$ cat src/design/clp_pkg.sv
`timescale 1ns / 1ps
`default_nettype none

package clp_pkg;

    // Coordinate format: signed fixed point, COORD_BITS in total.
    localparam int COORD_BITS    = 16;
    localparam int FRACTION_BITS = 4;

    // Product of two differences and the width of the signed sum.
    localparam int PROD_BITS     = 2 * COORD_BITS;
    localparam int SUM_BITS      = PROD_BITS + 2;
    localparam int DIV_CNT_BITS  = $clog2(PROD_BITS + 1);

    localparam int CLIP_PASS_LIMIT = 8;
    localparam int PASS_BITS       = $clog2(CLIP_PASS_LIMIT + 1);

    typedef logic signed [COORD_BITS-1:0] t_coord;
    typedef logic signed [COORD_BITS:0]   t_diff;
    typedef logic        [COORD_BITS-1:0] t_mag;
    typedef logic        [PROD_BITS-1:0]  t_prod;
    typedef logic signed [SUM_BITS-1:0]   t_sum;
    typedef logic        [3:0]            t_code;

    localparam t_code CODE_LEFT   = 4'b0001;
    localparam t_code CODE_RIGHT  = 4'b0010;
    localparam t_code CODE_BOTTOM = 4'b0100;
    localparam t_code CODE_TOP    = 4'b1000;
    localparam t_code CODE_INSIDE = 4'b0000;

    typedef enum logic [1:0] {
        REG_LEFT   = 2'd0,
        REG_RIGHT  = 2'd1,
        REG_BOTTOM = 2'd2,
        REG_TOP    = 2'd3
    } t_cfg_reg;

    // Window edges after reset: 10.0 and 300.0 in the coordinate format.
    localparam t_coord RST_LEFT   = t_coord'(10 << FRACTION_BITS);
    localparam t_coord RST_RIGHT  = t_coord'(300 << FRACTION_BITS);
    localparam t_coord RST_BOTTOM = t_coord'(10 << FRACTION_BITS);
    localparam t_coord RST_TOP    = t_coord'(300 << FRACTION_BITS);

    localparam t_coord COORD_MAX = t_coord'((64'sd1 <<< (COORD_BITS - 1)) - 64'sd1);
    localparam t_coord COORD_MIN = t_coord'(-(64'sd1 <<< (COORD_BITS - 1)));
    localparam t_sum   SUM_MAX   = t_sum'((64'sd1 <<< (COORD_BITS - 1)) - 64'sd1);
    localparam t_sum   SUM_MIN   = t_sum'(-(64'sd1 <<< (COORD_BITS - 1)));

    typedef struct packed {
        t_coord left;
        t_coord right;
        t_coord bottom;
        t_coord top;
    } t_window;

    typedef struct packed {
        logic  start;
        t_prod dividend;
        t_mag  divisor;
    } t_div_req;

    typedef struct packed {
        logic  done;
        t_prod quotient;
    } t_div_rsp;

    function automatic t_mag mag(input t_diff d);
        t_diff n;
        n = -d;
        return d[COORD_BITS] ? n[COORD_BITS-1:0] : d[COORD_BITS-1:0];
    endfunction

endpackage

`default_nettype wire

$ cat src/design/clp_outcode.sv
`timescale 1ns / 1ps
`default_nettype none

module clp_outcode
    import clp_pkg::*;
(
    input  wire t_window i_win,
    input  wire t_coord  i_x,
    input  wire t_coord  i_y,
    output t_code        o_code
);

    always_comb begin
        o_code = CODE_INSIDE;
        if (i_x < i_win.left) begin
            o_code = o_code | CODE_LEFT;
        end else if (i_x > i_win.right) begin
            o_code = o_code | CODE_RIGHT;
        end
        if (i_y < i_win.bottom) begin
            o_code = o_code | CODE_BOTTOM;
        end else if (i_y > i_win.top) begin
            o_code = o_code | CODE_TOP;
        end
    end

endmodule

`default_nettype wire

$ cat src/design/clp_div.sv
`timescale 1ns / 1ps
`default_nettype none

module clp_div
    import clp_pkg::*;
(
    input  wire      i_clk,
    input  wire      i_rst_n,
    input  wire      t_div_req i_req,
    output t_div_rsp o_rsp
);

    // Restoring division, one quotient bit per cycle.
    logic                    r_busy;
    logic [DIV_CNT_BITS-1:0] r_cnt;
    t_prod                   r_quo;
    t_mag                    r_rem;
    t_mag                    r_div;

    logic [COORD_BITS:0]     w_shift;
    logic [COORD_BITS:0]     w_trial;
    logic                    w_bit;
    t_mag                    w_rem;

    always_comb begin
        w_shift = {r_rem, r_quo[PROD_BITS-1]};
        w_trial = w_shift - {1'b0, r_div};
        w_bit   = ~w_trial[COORD_BITS];
        w_rem   = w_bit ? w_trial[COORD_BITS-1:0] : w_shift[COORD_BITS-1:0];
    end

    always_ff @(posedge i_clk) begin
        if (!i_rst_n) begin
            r_busy <= 1'b0;
            r_cnt  <= '0;
        end else if (i_req.start) begin
            r_busy <= 1'b1;
            r_cnt  <= DIV_CNT_BITS'(PROD_BITS);
        end else if (r_busy) begin
            if (r_cnt == '0) begin
                r_busy <= 1'b0;
            end else begin
                r_cnt <= r_cnt - 1'b1;
            end
        end
    end

    always_ff @(posedge i_clk) begin
        if (i_req.start) begin
            r_quo <= i_req.dividend;
            r_rem <= '0;
            r_div <= i_req.divisor;
        end else if (r_busy && (r_cnt != '0)) begin
            r_quo <= {r_quo[PROD_BITS-2:0], w_bit};
            r_rem <= w_rem;
        end
    end

    assign o_rsp.done     = r_busy && (r_cnt == '0);
    assign o_rsp.quotient = r_quo;

endmodule

`default_nettype wire

$ cat src/design/line_segment_window_clipper.sv
`timescale 1ns / 1ps
`default_nettype none

// Cohen-Sutherland line clipper. Each input beat carries one segment as two
// signed fixed-point endpoints (Q12.4 by default); each output beat carries an
// accept flag and the clipped endpoints, which are all zero when the segment
// is rejected. The window comes from four registers written through the
// config port (index 0 left, 1 right, 2 bottom, 3 top) and must only be
// written while the block is idle. The block works on one segment at a time
// and holds o_in_stall high until it has handed the result to its output
// register. Every endpoint move that needs a division uses the shared
// bit-serial divider (one quotient bit per cycle over the 32-bit product),
// and at most 8 moves are made before the segment is rejected. The output
// register lets the next segment be taken while a result still waits
// downstream.
module line_segment_window_clipper
    import clp_pkg::*;
(
    input  wire                  i_clk,
    input  wire                  i_rst_n,

    input  wire                  i_cfg_we,
    input  wire [1:0]            i_cfg_index,
    input  wire [COORD_BITS-1:0] i_cfg_data,

    input  wire                  i_in_valid,
    output logic                 o_in_stall,
    input  wire t_coord          i_start_x,
    input  wire t_coord          i_start_y,
    input  wire t_coord          i_end_x,
    input  wire t_coord          i_end_y,

    output logic                 o_out_valid,
    input  wire                  i_out_stall,
    output logic                 o_accepted,
    output t_coord               o_clip_start_x,
    output t_coord               o_clip_start_y,
    output t_coord               o_clip_end_x,
    output t_coord               o_clip_end_y
);

    typedef enum logic [5:0] {
        S_IDLE  = 6'b000001,
        S_TEST  = 6'b000010,
        S_MUL   = 6'b000100,
        S_DIV   = 6'b001000,
        S_WRITE = 6'b010000,
        S_DONE  = 6'b100000
    } t_state;

    t_state r_state, n_state;

    // Window registers.
    t_window r_win;

    // Working endpoints and the pass count of the current segment.
    t_coord               r_x1, r_y1, r_x2, r_y2;
    logic [PASS_BITS-1:0] r_pass;
    logic                 r_accept;

    // Operands of the current endpoint move.
    t_coord r_a1;
    t_coord r_edge;
    t_diff  r_da, r_dn, r_dd;
    logic   r_horiz;
    logic   r_first;
    logic   r_neg;
    t_coord r_res;

    // Output register.
    logic   r_out_valid;
    logic   r_out_accepted;
    t_coord r_out_x1, r_out_y1, r_out_x2, r_out_y2;

    t_code    w_c1, w_c2, w_co;
    t_div_req w_div_req;
    t_div_rsp w_div_rsp;
    logic     w_out_free;
    t_sum     w_q_ext;
    t_sum     w_sum;
    t_coord   w_sat;

    // Horizontal-edge or vertical-edge operand selection for the test state.
    t_coord w_a1, w_a2, w_b1, w_b2, w_edge;
    logic   w_horiz;

    clp_outcode u_code1 (
        .i_win  (r_win),
        .i_x    (r_x1),
        .i_y    (r_y1),
        .o_code (w_c1)
    );

    clp_outcode u_code2 (
        .i_win  (r_win),
        .i_x    (r_x2),
        .i_y    (r_y2),
        .o_code (w_c2)
    );

    clp_div u_div (
        .i_clk   (i_clk),
        .i_rst_n (i_rst_n),
        .i_req   (w_div_req),
        .o_rsp   (w_div_rsp)
    );

    // Configuration writes; a two-bit index always names a register.
    always_ff @(posedge i_clk) begin
        if (!i_rst_n) begin
            r_win.left   <= RST_LEFT;
            r_win.right  <= RST_RIGHT;
            r_win.bottom <= RST_BOTTOM;
            r_win.top    <= RST_TOP;
        end else if (i_cfg_we) begin
            unique case (t_cfg_reg'(i_cfg_index))
                REG_LEFT:   r_win.left   <= i_cfg_data;
                REG_RIGHT:  r_win.right  <= i_cfg_data;
                REG_BOTTOM: r_win.bottom <= i_cfg_data;
                REG_TOP:    r_win.top    <= i_cfg_data;
                default:    r_win        <= r_win;
            endcase
        end
    end

    // The endpoint to move is the first one that lies outside; its edge is
    // chosen in the order top, bottom, right, left.
    always_comb begin
        w_co    = (w_c1 != CODE_INSIDE) ? w_c1 : w_c2;
        w_horiz = |(w_co & (CODE_TOP | CODE_BOTTOM));
        if (w_horiz) begin
            w_a1   = r_x1;
            w_a2   = r_x2;
            w_b1   = r_y1;
            w_b2   = r_y2;
            w_edge = (|(w_co & CODE_TOP)) ? r_win.top : r_win.bottom;
        end else begin
            w_a1   = r_y1;
            w_a2   = r_y2;
            w_b1   = r_x1;
            w_b2   = r_x2;
            w_edge = (|(w_co & CODE_RIGHT)) ? r_win.right : r_win.left;
        end
    end

    // The multiplier feeds the divider's dividend register directly.
    always_comb begin
        w_div_req.start    = (r_state == S_MUL) && (r_dd != '0);
        w_div_req.dividend = t_prod'(mag(r_da)) * t_prod'(mag(r_dn));
        w_div_req.divisor  = mag(r_dd);
    end

    // Apply the sign to the truncated quotient, add the start coordinate and
    // saturate to the coordinate range.
    always_comb begin
        w_q_ext = t_sum'({2'b00, w_div_rsp.quotient});
        w_sum   = t_sum'(r_a1) + (r_neg ? -w_q_ext : w_q_ext);
        if (w_sum > SUM_MAX) begin
            w_sat = COORD_MAX;
        end else if (w_sum < SUM_MIN) begin
            w_sat = COORD_MIN;
        end else begin
            w_sat = w_sum[COORD_BITS-1:0];
        end
    end

    assign w_out_free = !r_out_valid || !i_out_stall;

    always_comb begin
        n_state = r_state;
        unique case (r_state)
            S_IDLE: begin
                if (i_in_valid) begin
                    n_state = S_TEST;
                end
            end
            S_TEST: begin
                if ((w_c1 == CODE_INSIDE) && (w_c2 == CODE_INSIDE)) begin
                    n_state = S_DONE;
                end else if ((w_c1 & w_c2) != CODE_INSIDE) begin
                    n_state = S_DONE;
                end else if (r_pass == PASS_BITS'(CLIP_PASS_LIMIT)) begin
                    n_state = S_DONE;
                end else begin
                    n_state = S_MUL;
                end
            end
            S_MUL: begin
                n_state = (r_dd == '0) ? S_WRITE : S_DIV;
            end
            S_DIV: begin
                if (w_div_rsp.done) begin
                    n_state = S_WRITE;
                end
            end
            S_WRITE: begin
                n_state = S_TEST;
            end
            S_DONE: begin
                if (w_out_free) begin
                    n_state = S_IDLE;
                end
            end
            default: n_state = S_IDLE;
        endcase
    end

    always_ff @(posedge i_clk) begin
        if (!i_rst_n) begin
            r_state <= S_IDLE;
        end else begin
            r_state <= n_state;
        end
    end

    // Working registers of the sequencer.
    always_ff @(posedge i_clk) begin
        unique case (r_state)
            S_IDLE: begin
                r_x1     <= i_start_x;
                r_y1     <= i_start_y;
                r_x2     <= i_end_x;
                r_y2     <= i_end_y;
                r_pass   <= '0;
                r_accept <= 1'b0;
            end
            S_TEST: begin
                r_accept <= (w_c1 == CODE_INSIDE) && (w_c2 == CODE_INSIDE);
                r_first  <= (w_c1 != CODE_INSIDE);
                r_horiz  <= w_horiz;
                r_a1     <= w_a1;
                r_edge   <= w_edge;
                r_da     <= t_diff'(w_a2) - t_diff'(w_a1);
                r_dn     <= t_diff'(w_edge) - t_diff'(w_b1);
                r_dd     <= t_diff'(w_b2) - t_diff'(w_b1);
            end
            S_MUL: begin
                r_neg <= ((r_da[COORD_BITS] != r_dn[COORD_BITS]) != r_dd[COORD_BITS]);
                r_res <= r_a1;
            end
            S_DIV: begin
                if (w_div_rsp.done) begin
                    r_res <= w_sat;
                end
            end
            S_WRITE: begin
                r_pass <= r_pass + 1'b1;
                if (r_first) begin
                    r_x1 <= r_horiz ? r_res : r_edge;
                    r_y1 <= r_horiz ? r_edge : r_res;
                end else begin
                    r_x2 <= r_horiz ? r_res : r_edge;
                    r_y2 <= r_horiz ? r_edge : r_res;
                end
            end
            S_DONE: begin
                r_pass <= r_pass;
            end
            default: begin
                r_pass <= r_pass;
            end
        endcase
    end

    // Output register: loaded when the sequencer finishes and the register
    // is empty or being emptied in the same cycle.
    always_ff @(posedge i_clk) begin
        if (!i_rst_n) begin
            r_out_valid <= 1'b0;
        end else if ((r_state == S_DONE) && w_out_free) begin
            r_out_valid <= 1'b1;
        end else if (!i_out_stall) begin
            r_out_valid <= 1'b0;
        end
    end

    always_ff @(posedge i_clk) begin
        if ((r_state == S_DONE) && w_out_free) begin
            r_out_accepted <= r_accept;
            r_out_x1       <= r_accept ? r_x1 : '0;
            r_out_y1       <= r_accept ? r_y1 : '0;
            r_out_x2       <= r_accept ? r_x2 : '0;
            r_out_y2       <= r_accept ? r_y2 : '0;
        end
    end

    assign o_in_stall     = (r_state != S_IDLE);
    assign o_out_valid    = r_out_valid;
    assign o_accepted     = r_out_accepted;
    assign o_clip_start_x = r_out_x1;
    assign o_clip_start_y = r_out_y1;
    assign o_clip_end_x   = r_out_x2;
    assign o_clip_end_y   = r_out_y2;

endmodule

`default_nettype wire

$ cat config.mk
export PLATFORM = sky130hd
export DESIGN_NAME = line_segment_window_clipper
export DESIGN_NICKNAME = d
export VERILOG_FILES = /design/src/design/clp_pkg.sv /design/src/design/clp_outcode.sv /design/src/design/clp_div.sv /design/src/design/line_segment_window_clipper.sv
export SDC_FILE = /design/constraint.sdc
export NUM_CORES = 2
export LEC_CHECK = 0
export BUFFER_PORTS_ARGS = -buffer_cell sky130_fd_sc_hd__buf_2
export CORE_ASPECT_RATIO = 0.9
export CORE_MARGIN = 1
export CORE_UTILIZATION = 65
export DETAILED_ROUTE_END_ITERATION = 12
export PLACE_DENSITY = 0.86
export SETUP_SLACK_MARGIN = 0.1
export SLEW_MARGIN = 30
export SYNTH_ARGS = -nofsm -noshare
export SYNTH_HDL_FRONTEND = slang
export SYNTH_SLANG_ARGS = --single-unit
$ cat constraint.sdc
create_clock -name i_clk -period 16.4 [get_ports i_clk]
set_clock_uncertainty 0.05 [all_clocks]
set_input_delay 1.64 -clock i_clk [delete_from_list [all_inputs] [get_ports i_clk]]
set_output_delay 1.64 -clock i_clk [all_outputs]
set_load 0.005 [all_outputs]
# After elaboration in Yosys (flattened, before gate mapping)
# Index checks and enable logic that the tools add are counted.
[word_totals] ff_bits=378 output_inout_bits=67 word_cells=167
[op_classes] n_addsub=11 n_mul=1 n_lt_le_gt_ge=10 n_eq_ne=20 n_mux=55 bitwise_logic=4 reduce_logical=34
[ops] op="$mux W16" n=20
[ops] op="$pmux W16 S2" n=5
[ops] op="$gt A16 B16 Y1" n=4
[ops] op="$lt A16 B16 Y1" n=4
[ops] op="$mux W32" n=2
[ops] op="$mux W6" n=9
[ops] op="$sub A16 B16 Y17" n=3
[ops] op="$neg A16 Y16" n=3
[ops] op="$pmux W6 S6" n=1
[ops] op="$add A16 B34 Y34" n=1
[ops] op="$gt A34 B16 Y1 const B" n=1
[ops] op="$lt A34 B16 Y1 const B" n=1
[ops] op="$mux W34" n=1
[ops] op="$neg A32 Y34" n=1
[ops] op="$mul A16 B16 Y32" n=1
[ops] op="$mux W4" n=5
[ops] op="$reduce_and A2 Y1" n=9
[ops] op="$logic_not A17 Y1" n=1
[ops] op="$reduce_bool A17 Y1" n=1
[ops] op="$sub A17 B16 Y17" n=1
[ops] op="$reduce_bool A2 Y1" n=5
[ops] op="$logic_not A4 Y1" n=2
[ops] op="$mux W2" n=4
[ops] op="$ne A2 B2 Y1 const B" n=4
[ops] op="other kinds (29)" n=46

# Logic depth before layout (Yosys ltp)
[logic_depth] depth_word=10 depth_mapped=33

# By module
# A second synthesis with hierarchy kept.
[hier_totals] hier_cells=3579 area_unflattened_um2=33689.8
[by_module_without_submodules] mod="line_segment_window_clipper" n_inst=1 cells_per_inst=2826 area_each_um2=26843.2
[by_module_without_submodules] mod="clp_div" n_inst=1 cells_per_inst=321 area_each_um2=3648.5
[by_module_without_submodules] mod="clp_outcode" n_inst=2 cells_per_inst=216 area_each_um2=1599.0

# Least setup slack after synthesis
# No wires, ideal clock.
[synth_timing] path_kind="flip-flop to flip-flop" start="register r_da[2]" end="register u_div.r_quo[28] (data pin)" arrival_time_ns=7.769 setup_slack_ns=8.314 stages_incl_launch_ff=30 path_buffers=1 cell_sequence="edfxtp_1 or3_1 or3b_2 or4_1 o21ai_0 nand2_1 xor2_1 clkbuf_1 nand2_1 fa_1 fa_1 inv_1 fa_1 fa_1 fa_1 inv_1 fa_1 inv_1 ha_1 a21oi_1 nand2_1 nand2_1 a31oi_1 nor3_1 o21ai_0 a31oi_1 o21bai_1 a21oi_1 xor2_1 o21ai_0"
[synth_between] elab_chain_cells=4
[synth_rtl] element="start: declaration" line="line_segment_window_clipper.sv:64" source="t_diff r_da, r_dn, r_dd;"
[synth_rtl] element="start signal: assignment" line="line_segment_window_clipper.sv:233" source="r_da <= t_diff'(w_a2) - t_diff'(w_a1);"
[synth_rtl] element="$neg A16 Y16" line="clp_pkg.sv:69" source="n = -d;"
[synth_rtl] element="$mux W16 *" line="clp_pkg.sv:70" source="return d[COORD_BITS] ? n[COORD_BITS-1:0] : d[COORD_BITS-1:0];"
[synth_rtl] element="$mul A16 B16 Y32 *" line="line_segment_window_clipper.sv:149" source="w_div_req.dividend = t_prod'(mag(r_da)) * t_prod'(mag(r_dn));"
[synth_rtl] element="$mux W32 *" line="clp_div.sv:49" source="if (i_req.start) begin"
[synth_rtl] element="end signal: assignment" line="clp_div.sv:50" source="r_quo <= i_req.dividend;"
[synth_rtl] element="end signal: assignment" line="clp_div.sv:54" source="r_quo <= {r_quo[PROD_BITS-2:0], w_bit};"
[synth_rtl] element="end: declaration" line="clp_div.sv:16" source="t_prod r_quo;"
# Mark *: on every way between the ends. The rest lies on a longest branch, timed or not.
# A chain may end at the register's enable or synchronous reset.

# Worst setup path in the final report
[layout_timing] start="register r_dn[0]" end="register u_div.r_quo[28] (data pin)"
[layout_between] elab_chain_cells=4
[layout_rtl] element="start: declaration" line="line_segment_window_clipper.sv:64"
[layout_rtl] element="start signal: assignment" line="line_segment_window_clipper.sv:234" source="r_dn <= t_diff'(w_edge) - t_diff'(w_b1);"
[layout_rtl] element="$neg A16 Y16" line="clp_pkg.sv:69"
[layout_rtl] element="$mux W16 *" line="clp_pkg.sv:70"
[layout_rtl] element="$mul A16 B16 Y32 *" line="line_segment_window_clipper.sv:149"
[layout_rtl] element="$mux W32 *" line="clp_div.sv:49"
# Marks and branches as above.

==> flow_metrics.tcl <==
set metrics [dict create \
    grt-ovfl-total 0 \
    cts_tree "yes" \
    area_growth_syn_to_layout_pct 8.73 \
    die_area_um2 51700 \
    fin_ws_ns 7.30 \
    start_util_pct 66.5 \
    io_buffers 153 \
    insertion_delay_ns 0.61 \
    pin_count 154 \
    power.total_mw 7.67 \
    end_kind "flop" \
    synth_ff_type "edfxtp_1" \
    holdBufCountCts 0 \
    drt-initial-drc-count 3609 \
    wl_mm 101 \
    post-place-ws_ns 7.51 \
    antenna_found_initial 4 \
    critPathArrivalTime_ns 9.36 \
    die_w_um 239 \
    clock_path_buffers 3 \
    holdWs_ns 0.405 \
    cpPeakStageDelay_ns 0.57 \
    fin_crit_ns 9.10 \
    antenna_left 0 \
    yosysSeqAreaShare_pct 31.5 \
    cts_num_sinks 378 \
    cap_violations 0 \
    dr.pass1.iters 9 \
    grt_max_degree 98 \
    grt_usage_pct 39.7 \
    power_leakage_nw 15.5 \
    status "finished, final reports clean" \
    slew_headroom_pct 25.6 \
    tightest_slew_ns 1.11 \
    synth_cells 3505 \
    drive_above_1_share_pct 9.21 \
    cts_max_level 2 \
    dp_hpwl_mm 77.2 \
    crit_type "reg -> reg" \
    synth-edff-count 284 \
    syn-num-nets 4124 \
    crit_top_cell "fa_1" \
    core-area_um2 49600 \
    core.rowCount 77 \
    clkTransAtPathRegs_ns 0.06 \
    critPathMaxFanout 12 \
    setup_violations 0 \
    drt-vias-per-instance 6.38 \
    report.final.slew_viol_count 0 \
    dp_cells 4254 \
    drc_errors 0 \
    netlist_area_um2 33000 \
    cts_resized 0 \
    gp_congestion 1.08 \
    rsz0062_at_grt "false" \
    fin_nets 4245 \
    avgSynthCellArea_um2 9.41 \
    cts_buffers 40 \
    min_path_type "reg -> reg" \
    cpMaxStageDelayCell "edfxtp_1" \
    tns_ns 0 \
    fill_cells 3517 \
    yosys_warnings 0 \
    cts_root_buffer "clkbuf_16" \
    fmax_mhz 110 \
    peakVddDrop_mv 0.524 \
    min_period_over_period_pct 55.5 \
    via_count 27641 \
    required_ns 16.66 \
    grt_pass1_vias 26805 \
    powerDensity_nw_per_um2 214 \
    grt_first_pass_wirelength_mm 154 \
    fin_cells 4335 \
    postCtsSetupBuffers 0 \
    fp.dieH_um 216 \
    post_drt_wl_per_cell_um 23.4 \
    ff2ff_setup_slack_ns 7.30 \
    synth_seq_cells 378 \
    yosys.cell_types.count 77 \
    async_flop_share_pct 0 \
    start_kind "flop" \
    final_hold_viol_count 0 \
]
[layout make-up]
| type | instances | area [µm²] | area share, % |
|---|---|---|---|
| Timing Repair Buffer | 188 | 1040 | 2.90 |
| Inverter | 393 | 1480 | 4.12 |
| Multi-Input combinational cell | 2625 | 20800 | 57.9 |
| Clock buffer | 54 | 1080 | 3.02 |
| Sequential cell | 378 | 10400 | 29.0 |
| Antenna cell | 6 | 15.0 | 0.0419 |
| Clock inverter | 20 | 238 | 0.663 |
| Tap cell | 671 | 840 | 2.34 |
[metal layers]
metal	up-vias	track usage, %	share of wire (%)
li1	12359	-	-
met1	13094	54.3	38
met5	-	0	0.052
met2	1791	57.8	41
met3	393	12.8	15
met4	4	17.0	5.5
[cell families after synthesis]
group                      count (synthesis)  synth area share [%]
xor gates and xnor gates                 195                  5.18
muxes                                    142                  4.49
adders and majority gates                532                  24.7
AOI/OAI and AO/OA                        694                  13.5
buffers and inverters                    502                  5.77
DFF                                      378                  31.5
and+or+nand+nor                         1062                  14.8
[report_power, final]
group	switching [mW]	total [mW]	internal, mW
combinational	3.23	5.48	2.25
clock	0.413	0.920	0.506
sequential	0.131	1.28	1.15
total	3.77	7.67	3.90
[sequential cells by signal (all words and copies together) (netlist names), 17 cells and up]
signal and flops:
r_da 17, r_dd 17, r_dn 17, r_win 64, u_div.r_quo 32
[metrics by stage]
step	utilization [%]	instance area, µm²
finish	72.3	35900
global placement	69.5	34500
detailed placement	69.5	34500
global route	72.3	35900
CTS	72.2	35800
floorplan	-	33000
[cell usage after synthesis (all sizes together) (8+ instances only)]
cell type / n / area [µm²]
edfxtp: 284 / 8530
nor4: 13 / 81.3
clkbuf: 100 / 375
xor2: 56 / 490
nand3: 37 / 185
o31ai: 28 / 224
o22ai: 19 / 119
inv: 391 / 1470
a21o: 73 / 548
a21boi: 14 / 105
a211oi: 15 / 113
nor2b: 36 / 225
or4: 12 / 97.6
mux2: 49 / 552
or2: 11 / 71.3
nand3b: 10 / 75.1
a31oi: 14 / 87.6
ha: 333 / 4170
mux2i: 93 / 931
o211ai: 24 / 180
o21bai: 13 / 97.6
o21a: 90 / 676
nand4: 34 / 213
o41ai: 8 / 70.1
and3: 11 / 68.8
and2: 74 / 463
dfxtp: 94 / 1880
a21oi: 182 / 911
fa: 199 / 3980
xnor2: 139 / 1220
nand2b: 35 / 219
buf: 9 / 52.6
o21ai: 155 / 779
nor3: 37 / 185
nor2: 244 / 916
or3: 25 / 161
nand2: 461 / 1730
[final timing paths]
check | from | to | depth (start not counted)
worst max-delay path | r_dn[0] | u_div.r_quo[28] | 28
worst min-delay path | r_win[13] | r_win[13] | 2
worst max register to register | r_dn[0] | u_div.r_quo[28] | 28
worst min register to register | r_win[13] | r_win[13] | 2
[worst max-delay path, delay by kind of cell (launching register included)]
| kind | cells | cell delay (ns) |
|---|---|---|
| compound gates | 8 | 1.71 |
| flops | 1 | 0.57 |
| simple gates | 8 | 2.17 |
| buf+inv | 3 | 0.16 |
| fa+ha+maj | 7 | 3.48 |
| xor+xnor | 2 | 0.66 |
[placed cells by master (no fill, tap or decap), types with 11 or more instances in the layout]
| master | instances |
|---|---|
| nor2_1 | 243 |
| fa_1 | 199 |
| o31ai_1 | 27 |
| buf_2 | 153 |
| a211oi_1 | 15 |
| clkbuf_16 | 40 |
| a21boi_0 | 14 |
| dfxtp_1 | 94 |
| mux2_2 | 49 |
| xnor2_1 | 138 |
| buf_4 | 32 |
| and2_1 | 74 |
| nor4_1 | 13 |
| clkbuf_1 | 11 |
| and3_1 | 11 |
| xor2_1 | 52 |
| o211ai_1 | 24 |
| inv_1 | 390 |
| nor3_1 | 36 |
| a21o_1 | 73 |
| nand2_1 | 461 |
| a21oi_1 | 181 |
| a31oi_1 | 13 |
| mux2i_1 | 93 |
| o21bai_1 | 13 |
| o22ai_1 | 19 |
| nand4_1 | 34 |
| nand2b_1 | 34 |
| nor2b_1 | 36 |
| o21ai_0 | 151 |
| o21a_1 | 90 |
| edfxtp_1 | 284 |
| nand3_1 | 37 |
| ha_1 | 333 |
| or3_1 | 24 |
(Power assumes the default switching activity.)
